**config.mk**
```make
export PLATFORM = sky130hd
export DESIGN_NAME = lru_tagged_cache_policy_core
export DESIGN_NICKNAME = d
export VERILOG_FILES = /design/src/lrc_pkg.sv /design/src/lrc_mem.sv /design/src/lrc_ctrl.sv /design/src/lru_tagged_cache_policy_core.sv
export SDC_FILE = /design/constraint.sdc
export NUM_CORES = 2
export LEC_CHECK = 0
export BUFFER_PORTS_ARGS = -buffer_cell sky130_fd_sc_hd__buf_2
export CAP_MARGIN = 10
export CORE_ASPECT_RATIO = 1.75
export CORE_MARGIN = 2
export CORE_UTILIZATION = 55
export DETAILED_ROUTE_END_ITERATION = 7
export HOLD_SLACK_MARGIN = 0.03
export PLACE_DENSITY = 0.76
export SYNTH_ARGS = -nofsm -noshare
export SYNTH_HDL_FRONTEND = slang
export SYNTH_SLANG_ARGS = --single-unit
```
**constraint.sdc**
```tcl
create_clock -name clk -period 23.4 [get_ports clk]
set_input_delay 5.85 -clock clk [delete_from_list [all_inputs] [get_ports clk]]
set_output_delay 5.85 -clock clk [all_outputs]
set_load 0.05 [all_outputs]
```
**src/lrc_pkg.sv**
```systemverilog
// Package for the LRU tagged cache policy core.
// Holds the request and response beat types and the request codes.
// No dependencies.
package lrc_pkg;

  // Width of the global recency stamp; it wraps naturally at this width.
  localparam int STAMP_W = 31;

  // Request codes.
  localparam logic REQ_LOOKUP = 1'b0;
  localparam logic REQ_INSERT = 1'b1;

  typedef struct packed {
    logic        req_type;
    logic [63:0] key;
    logic [31:0] value;
  } req_t;

  typedef struct packed {
    logic        hit;
    logic [31:0] hit_value;
    logic [3:0]  slot;
    logic        evicted;
  } rsp_t;

endpackage

```
**src/lrc_mem.sv**
```systemverilog
// Entry storage for the LRU tagged cache policy core.
// One write port and one read port with a registered read.
// No package dependencies.
module lrc_mem #(
  parameter int DEPTH = 16,
  parameter int AW    = 4,
  parameter int DW    = 127
) (
  input  logic          clk,
  input  logic          wr_en,
  input  logic [AW-1:0] wr_addr,
  input  logic [DW-1:0] wr_data,
  input  logic          rd_en,
  input  logic [AW-1:0] rd_addr,
  output logic [DW-1:0] rd_data
);

  logic [DW-1:0] mem [DEPTH];

  // Write port.
  always_ff @(posedge clk) begin
    if (wr_en) begin
      mem[wr_addr] <= wr_data;
    end
  end

  // Read port, data is registered and appears in the cycle after the address.
  always_ff @(posedge clk) begin
    if (rd_en) begin
      rd_data <= mem[rd_addr];
    end
  end

endmodule

```
**src/lrc_ctrl.sv**
```systemverilog
// Scan sequencer for the LRU tagged cache policy core.
// Walks the entry memory once per request, tracks the match, free or oldest entry,
// then writes back the hit or inserted entry and hands the response to the output stage.
// Depends on lrc_pkg.
module lrc_ctrl #(
  parameter int ENTRIES    = 16,
  parameter int KEY_BITS   = 64,
  parameter int VALUE_BITS = 32,
  parameter int IDX_W      = 4,
  parameter int ENT_W      = 127
) (
  input  logic               clk,
  input  logic               rst,
  input  logic               req_valid,
  output logic               req_ready,
  input  lrc_pkg::req_t      req_data,
  input  logic               rsp_free,
  output logic               rsp_load,
  output lrc_pkg::rsp_t      rsp_beat,
  output logic               rd_en,
  output logic [IDX_W-1:0]   rd_addr,
  input  logic [ENT_W-1:0]   rd_data,
  output logic               wr_en,
  output logic [IDX_W-1:0]   wr_addr,
  output logic [ENT_W-1:0]   wr_data
);
  import lrc_pkg::*;

  typedef enum logic [3:0] {
    S_IDLE  = 4'b0001,
    S_SCAN  = 4'b0010,
    S_DRAIN = 4'b0100,
    S_WRITE = 4'b1000
  } state_t;

  localparam logic [IDX_W-1:0] LAST_IDX = IDX_W'(ENTRIES - 1);

  state_t               state;
  logic [IDX_W-1:0]     scan_addr;
  logic                 chk_en;
  logic [IDX_W-1:0]     chk_idx;
  logic                 chk_valid;
  logic                 op;
  logic [KEY_BITS-1:0]  key_q;
  logic [VALUE_BITS-1:0] value_q;
  logic                 found;
  logic [IDX_W-1:0]     found_idx;
  logic [VALUE_BITS-1:0] hit_data;
  logic                 old_set;
  logic [IDX_W-1:0]     old_idx;
  logic [STAMP_W-1:0]   old_stamp;
  logic [STAMP_W-1:0]   stamp_counter;
  logic [ENTRIES-1:0]   valid_bits;

  logic [KEY_BITS-1:0]   ent_tag;
  logic [VALUE_BITS-1:0] ent_data;
  logic [STAMP_W-1:0]    ent_stamp;
  logic [63:0]           key_wide;
  logic [63:0]           value_wide;
  logic [63:0]           hit_wide;
  logic [7:0]            slot_wide;
  logic                  is_hit;

  // Split the entry read from memory into its fields.
  assign ent_stamp = rd_data[STAMP_W-1:0];
  assign ent_data  = rd_data[STAMP_W +: VALUE_BITS];
  assign ent_tag   = rd_data[STAMP_W+VALUE_BITS +: KEY_BITS];

  // Keep only the configured key and value bits of the request.
  assign key_wide   = req_data.key;
  assign value_wide = 64'(req_data.value);

  // Memory read side follows the scan address.
  assign req_ready = (state == S_IDLE);
  assign rd_en     = (state == S_SCAN);
  assign rd_addr   = scan_addr;

  // Write-back: a hit refreshes its stamp, an insert fills the free or oldest entry.
  assign is_hit   = (op == REQ_LOOKUP) && found;
  assign rsp_load = (state == S_WRITE) && rsp_free;
  assign wr_en    = rsp_load && ((op == REQ_INSERT) || found);
  assign wr_addr  = found ? found_idx : old_idx;
  assign wr_data  = {key_q, (op == REQ_INSERT) ? value_q : hit_data, stamp_counter};

  // Response beat.
  assign hit_wide  = 64'(hit_data);
  assign slot_wide = 8'(wr_addr);
  always_comb begin
    rsp_beat.hit       = is_hit;
    rsp_beat.hit_value = is_hit ? hit_wide[31:0] : 32'd0;
    rsp_beat.slot      = ((op == REQ_INSERT) || found) ? slot_wide[3:0] : 4'd0;
    rsp_beat.evicted   = (op == REQ_INSERT) && !found;
  end

  // Sequencer, scan pipeline and per-entry evaluation.
  always_ff @(posedge clk) begin
    if (rst) begin
      state         <= S_IDLE;
      chk_en        <= 1'b0;
      found         <= 1'b0;
      old_set       <= 1'b0;
      valid_bits    <= '0;
      stamp_counter <= '0;
    end else begin
      chk_en    <= (state == S_SCAN);
      chk_idx   <= scan_addr;
      chk_valid <= valid_bits[scan_addr];

      unique case (state)
        S_IDLE: begin
          if (req_valid) begin
            op        <= req_data.req_type;
            key_q     <= key_wide[KEY_BITS-1:0];
            value_q   <= value_wide[VALUE_BITS-1:0];
            scan_addr <= '0;
            found     <= 1'b0;
            old_set   <= 1'b0;
            state     <= S_SCAN;
          end
        end
        S_SCAN: begin
          if (scan_addr == LAST_IDX) begin
            state <= S_DRAIN;
          end else begin
            scan_addr <= scan_addr + 1'b1;
          end
        end
        S_DRAIN: begin
          state <= S_WRITE;
        end
        S_WRITE: begin
          if (rsp_free) begin
            if (wr_en) begin
              valid_bits[wr_addr] <= 1'b1;
              stamp_counter       <= stamp_counter + 1'b1;
            end
            state <= S_IDLE;
          end
        end
        default: begin
          state <= S_IDLE;
        end
      endcase

      // The first matching, or first free, entry wins; later entries are ignored.
      if (chk_en && !found) begin
        if (op == REQ_LOOKUP) begin
          if (chk_valid && (ent_tag == key_q)) begin
            found     <= 1'b1;
            found_idx <= chk_idx;
            hit_data  <= ent_data;
          end
        end else if (!chk_valid) begin
          found     <= 1'b1;
          found_idx <= chk_idx;
        end else if (!old_set || (ent_stamp < old_stamp)) begin
          old_set   <= 1'b1;
          old_idx   <= chk_idx;
          old_stamp <= ent_stamp;
        end
      end
    end
  end

endmodule

```
**src/lru_tagged_cache_policy_core.sv**
```systemverilog
// Top level of the LRU tagged cache policy core.
// Instantiates lrc_ctrl and lrc_mem and holds the response register.
// Depends on lrc_pkg.
//
// Usage:
//   The req channel (req_valid, req_ready, req_data) takes one lookup or insert
//   beat at a time. The rsp channel (rsp_valid, rsp_ready, rsp_data) returns
//   exactly one beat per request, in order.
//   Each request reads every entry once through the entry memory,
//   one entry per cycle, and goes from accept to the next accept through
//   the accept state, the entry reads, a drain state for the last read
//   data and a write-back state. The response is registered and is
//   visible in the cycle after write-back.
//   The response register lets the next request start while a response still
//   waits; if the receiver stalls longer, the core holds in write-back until
//   the register frees, and no beat is lost.
//   Reset clears all valid bits and the stamp counter at once; the core
//   accepts a request in the first cycle after reset.
module lru_tagged_cache_policy_core #(
  parameter int ENTRIES    = 16,
  parameter int KEY_BITS   = 64,
  parameter int VALUE_BITS = 32
) (
  input  logic          clk,
  input  logic          rst,
  input  logic          req_valid,
  output logic          req_ready,
  input  lrc_pkg::req_t req_data,
  output logic          rsp_valid,
  input  logic          rsp_ready,
  output lrc_pkg::rsp_t rsp_data
);
  import lrc_pkg::*;

  localparam int IDX_W = (ENTRIES > 1) ? $clog2(ENTRIES) : 1;
  localparam int ENT_W = KEY_BITS + VALUE_BITS + STAMP_W;

  logic             rsp_free;
  logic             rsp_load;
  rsp_t             rsp_beat;
  logic             rd_en;
  logic [IDX_W-1:0] rd_addr;
  logic [ENT_W-1:0] rd_data;
  logic             wr_en;
  logic [IDX_W-1:0] wr_addr;
  logic [ENT_W-1:0] wr_data;

  assign rsp_free = !rsp_valid || rsp_ready;

  lrc_ctrl #(
    .ENTRIES    (ENTRIES),
    .KEY_BITS   (KEY_BITS),
    .VALUE_BITS (VALUE_BITS),
    .IDX_W      (IDX_W),
    .ENT_W      (ENT_W)
  ) u_ctrl (
    .clk       (clk),
    .rst       (rst),
    .req_valid (req_valid),
    .req_ready (req_ready),
    .req_data  (req_data),
    .rsp_free  (rsp_free),
    .rsp_load  (rsp_load),
    .rsp_beat  (rsp_beat),
    .rd_en     (rd_en),
    .rd_addr   (rd_addr),
    .rd_data   (rd_data),
    .wr_en     (wr_en),
    .wr_addr   (wr_addr),
    .wr_data   (wr_data)
  );

  lrc_mem #(
    .DEPTH (ENTRIES),
    .AW    (IDX_W),
    .DW    (ENT_W)
  ) u_mem (
    .clk     (clk),
    .wr_en   (wr_en),
    .wr_addr (wr_addr),
    .wr_data (wr_data),
    .rd_en   (rd_en),
    .rd_addr (rd_addr),
    .rd_data (rd_data)
  );

  // Response register.
  always_ff @(posedge clk) begin
    if (rst) begin
      rsp_valid <= 1'b0;
    end else if (rsp_load) begin
      rsp_valid <= 1'b1;
      rsp_data  <= rsp_beat;
    end else if (rsp_ready) begin
      rsp_valid <= 1'b0;
    end
  end

endmodule
```
---- After elaboration in Yosys (flattened, before gate mapping) ----
Memory sizes are Yosys's and may differ from the RTL's. A register that Yosys moved wholly into a read port is not among the register bits.
Cells that the tools add are included.
storage, ports and cells
  register bits after elaboration ......... 270
  output and inout bits ................... 40
  bits in latches ......................... 0
  memories ................................ 1
  input port bits ......................... 101
  bits in read-only memories .............. 0
  RAM bits ................................ 2032
  word-level logic and storage cells ...... 98
memory list
  memory     words  width  rd ports  clocked after memory_dff  wr ports  line           source
  u_mem.mem  16     127    1         1                         1         lrc_mem.sv:18  logic [DW-1:0] mem [DEPTH];
cells by class
  reduce and logical (&&, ||, !) cells .... 24
  muxes and demuxes ....................... 32
  divide/modulo/power cells ............... 0
  $lt $le $gt $ge ......................... 4
  $mul .................................... 0
  shifts and indexed selects .............. 0
  bitwise gates (word level) .............. 3
  $add $sub $neg .......................... 2
  eq/ne operators ......................... 11
operator list
  kind                   number
  $eq 64x64->1           1
  $mux 4                 9
  $mux 32                1
  $add 31x1->31 const B  1
  $lt 31x31->1           1
  $mux 1                 18
  $or 16x16->16          1
  $pmux 4 s4             1
  $reduce_and 4->1       3
  $lt 4x5->1 const B     2
  $reduce_and 3->1       3
  $eq 4x4->1 const B     2
  $pmux 4 s2             1
  $logic_and 1x1->1      7
  $ne 2x2->1 const B     3
  $reduce_bool 2->1      3
  $reduce_and 5->1       1
  $add 4x1->4 const B    1
  $bmux 1 s4             1
  $demux 1 s4            1
  $eq 4x1->1 const B     1
  $eq 4x2->1 const B     1
  $eq 4x3->1 const B     1
  $ge 4x1->1 const B     1
  5 further kinds        11

---- Longest topological paths before layout ----
  depth in word-level cells ............... 6
  mapped depth ............................ 8
  mapped depth without buffers ............ 8

---- Cells and area by module ----
Synthesis repeated with hierarchy kept, for this count alone.
unflattened totals
  cells, all modules ...................... 4114
  area, all modules ....................... 91221.2 um2
modules (own cells, without submodules)
  module                        sequential area each (um2)  instances  cells an instance  area each (um2)
  lrc_mem                       64832.2                     1          3320               80140.6
  lrc_ctrl                      6396.1                      1          751                9889.5
  lru_tagged_cache_policy_core  1161.1                      1          43                 1191.1

---- Least setup slack after synthesis ----
No wires, ideal clock.
  kind .................................... input to register
  start point ............................. input rsp_ready
  end point ............................... memory u_mem.mem[0][0] (enable)
  stages on the path ...................... 4
  path slack .............................. 10817 ps
  path buffers ............................ 0
  data required time ...................... 22784 ps
  arrival time ............................ 11967 ps
  library setup time ...................... 616 ps
  path through ............................ nor2b_1 > nor3_2 > o21ai_0 > nor2_1
between the ends
  word-level cells in the longest chain between the ends .. 5
ends and longest elaborated chain
  element                       line                                source
  from (decl)                   lru_tagged_cache_policy_core.sv:30  input logic rsp_ready,
  $logic_or 1x1->1              lru_tagged_cache_policy_core.sv:48  assign rsp_free = !rsp_valid || rsp_ready;
  $logic_and 1x1->1             lrc_ctrl.sv:80                      assign rsp_load = (state == S_WRITE) && rsp_free;
  $logic_and 1x1->1             lrc_ctrl.sv:81                      assign wr_en = rsp_load && ((op == REQ_INSERT) || found);
  $mux 1                        lrc_mem.sv:22                       if (wr_en) begin
  $mux 1 (not written as such)  lrc_mem.sv:23                       mem[wr_addr] <= wr_data;
  to (decl)                     lrc_mem.sv:18
Every way passes these cells.

---- Worst setup path after layout ----
  start point ............................. input rsp_ready
  end point ............................... memory u_mem.mem[0][117] (enable)
The elaborated chain is that of the path after synthesis.

==> metrics.cfg <==
[run_status]
status = complete, no violations

[clock_network]
cts_tree = done
post_cts_buffers = 0
cts_buffers = 208
postCtsHoldBufs = 0
clk_pin_slew_ns = 0.07
clkLatencyLatePin_ns = 0.87
cts_resized = 0
cts.sinks = 2429
cts_buffer_depth = 4
cts_max_level = 4
clockRootBuffer = clkbuf_16

[global_routing]
grt_pass1_wl_mm = 295.0
antenna_found_initial = 5
grt_pass1_vias = 42620
grt_overflow = 0
grt_max_degree = 151
grt_usage = 0.2426

[worst_setup_path]
critPathMaxStageDelay_ns = 0.90
crit_path_max_fanout = 54
cp_common_cell = buf_4
crit_required_ns = 23.81
cpMaxStageDelayCell = nor2_4
crit_type = in -> reg
cp.arrival_ns = 10.00
critPathCaptureType = flip-flop
crit_path_cell_trace = buf_2, nor2b_1, buf_4, nor3_2, o21ai_0, nor2_4, buf_4, buf_4
startpoint_type = primary input

[power_and_ir_drop]
ir_drop_mv = 0.07982
p_leak_uw = 0.03278
power_per_cell_area_nw_per_um2 = 84.33

[worst_hold_path]
hold_class = reg -> reg

[sta]
holdWs_ns = 0.4176
finalMaxSlewViolations = 0
min_period_ns = 9.588
tightestPinTransition_ns = 1.221
setup_viol_count_final = 0
worst_clock_skew_ns = 0.1009
max_freq_mhz = 104.3
finalSetupTns_ns = 0
rsz0062_at_grt = no
relSlewSlack = 0.1859
hold_viol_final = 0
period_share = 0.4097

[route]
dr.pass1.iters = 7
wl_per_cell_um = 31.94
vias_per_cell = 6.362
drtIter0Drc = 4558
drc = 0
drt_wl_total_mm = 203.5
vias = 40530
detail-route-antenna-nets = 0

[flow_run]
max_cap_violations = 0

[logic_synthesis]
synth_edf_count = 2374
ys_warn_count = 0
avgSynthCellArea_sq_um = 24.25
synthFlopType = edfxtp_1
syn-cell-area_sq_um = 90910
synth_top_area_frac = 0.7842
ys_top_cells_by_area = edfxtp_1 (78%), mux4_2 (16%), dfxtp_1 (1.2%)
synth_area_leader_cell = edfxtp_1
ys_seq_area_frac = 0.7963
async_flop_share = 0
syn-instance-count = 3749
synthesis.nets = 3882
yosysUniqueCellTypes = 49
ys_ff_latch = 2429

[finish]
mostFrequentLayoutCells = edfxtp_1 (2374), mux4_2 (640), clkbuf_16 (212)
fin_nets = 4152
syn2layout_area_growth_pct = 11.49
fin_util = 0.6165
final_common_cell = edfxtp_1
drive_gt1_frac = 0.2921
fillCellCount = 10650

[placement]
dpl.hpwl_mm = 109.1
portBuffers = 140
routabilityCongestion = 0.7824

[die]
core-area_sq_um = 164400
start_util = 0.5530
ios = 141
die_w_um = 311.3
fp.dieH_um = 541.8
rows = 197
die-area_sq_um = 168700

## final cells by class
cell class                      count  area, sq um  share of cell area
Multi-Input combinational cell   1102        17820              0.1758
Antenna cell                        2        5.005          0.00004938
Timing Repair Buffer              221         1359             0.01341
Clock buffer                      252         5515             0.05442
Clock inverter                    119         1306             0.01289
Sequential cell                  2429        72390              0.7142
Tap cell                         2189         2739             0.02702
Inverter                           57        219.0            0.002160
## report_power, final
group	internal [uW]	switching [uW]
clock	1980	1510
combinational	115	138
sequential	4770	33.8
## metrics by stage
stage,area [sq um],std cells,total power [uW],setup WS [ns]
finish,101400,6371,8547,13.81
global route,101400,6371,8746,13.56
CTS,101300,6369,8596,13.81
detailed placement,94530,5998,5151,12.93
global placement,94530,5998,5147,12.91
floorplan,90910,3749,5058,10.82
## critical path, delay by kind of cell
kind / cells / cell delay, ns
buffers and inverters: 4 / 1.95
and+or+nand+nor: 3 / 1.47
AOI/OAI and AO/OA: 1 / 0.57
## logic make-up (layout without fill, tap and decap cells)
logic type               count (synthesis)  in the layout  share of synthesized area
multiplexers                           674            674                     0.1627
XOR/XNOR                                70             70                   0.006744
flip-flops                            2429           2429                     0.7963
AND/OR/NAND/NOR                        234            234                    0.01407
AO/OA/AOI/OAI                           92             92                   0.006510
other                                    0              2                          0
adder cells (fa/ha/maj)                 32             32                   0.004404
buffers and inverters                  218            649                   0.009262
## flip-flops by register name (all words and copies together), names as in the netlist, 4 cells and up
name / flops
u_mem.mem: 2032
u_mem.rd_data: 127
u_ctrl.key_q: 64
rsp_data: 38
u_ctrl.hit_data: 32
u_ctrl.value_q: 32
u_ctrl.old_stamp: 31
u_ctrl.stamp_counter: 31
u_ctrl.valid_bits: 16
u_ctrl.chk_idx: 4
u_ctrl.found_idx: 4
u_ctrl.old_idx: 4
u_ctrl.rd_addr: 4
u_ctrl.state: 4
## synthesized netlist by cell type (15+ instances only)
master	count
buf_2	19
nand3_1	17
xnor2_1	29
nand2_1	30
xor2_1	41
nor2b_1	15
nand4_1	18
a21oi_1	23
and2_1	35
buf_1	45
mux4_2	640
o21a_1	16
inv_1	56
clkbuf_1	97
edfxtp_1	2374
nor4_1	15
ha_1	32
nor2_1	54
mux2_2	32
o21ai_0	23
dfxtp_1	55
## worst paths after layout
check                                   from                            to  slack [ns]  depth (start not counted)
max                                rsp_ready   u_mem.mem[0][117]$_DFFE_PP_       13.81                          8
min              u_mem.rd_data[37]$_DFFE_PP_  u_ctrl.hit_data[6]$_DFFE_PP_        0.42                          0
max reg2reg  u_ctrl.rd_addr[0]$_SDFFCE_PN0P_   u_mem.rd_data[82]$_DFFE_PP_       17.74                          6
min reg2reg      u_mem.rd_data[37]$_DFFE_PP_  u_ctrl.hit_data[6]$_DFFE_PP_        0.42                          0
## routing by layer
layer,share of wire,wire (um),GRT usage
met5,0,0,0
met4,0.040,8179,0.09762
met3,0.055,11270,0.02632
met2,0.55,112200,0.4423
met1,0.35,71870,0.2964
Power figures use the tool's default switching activity.
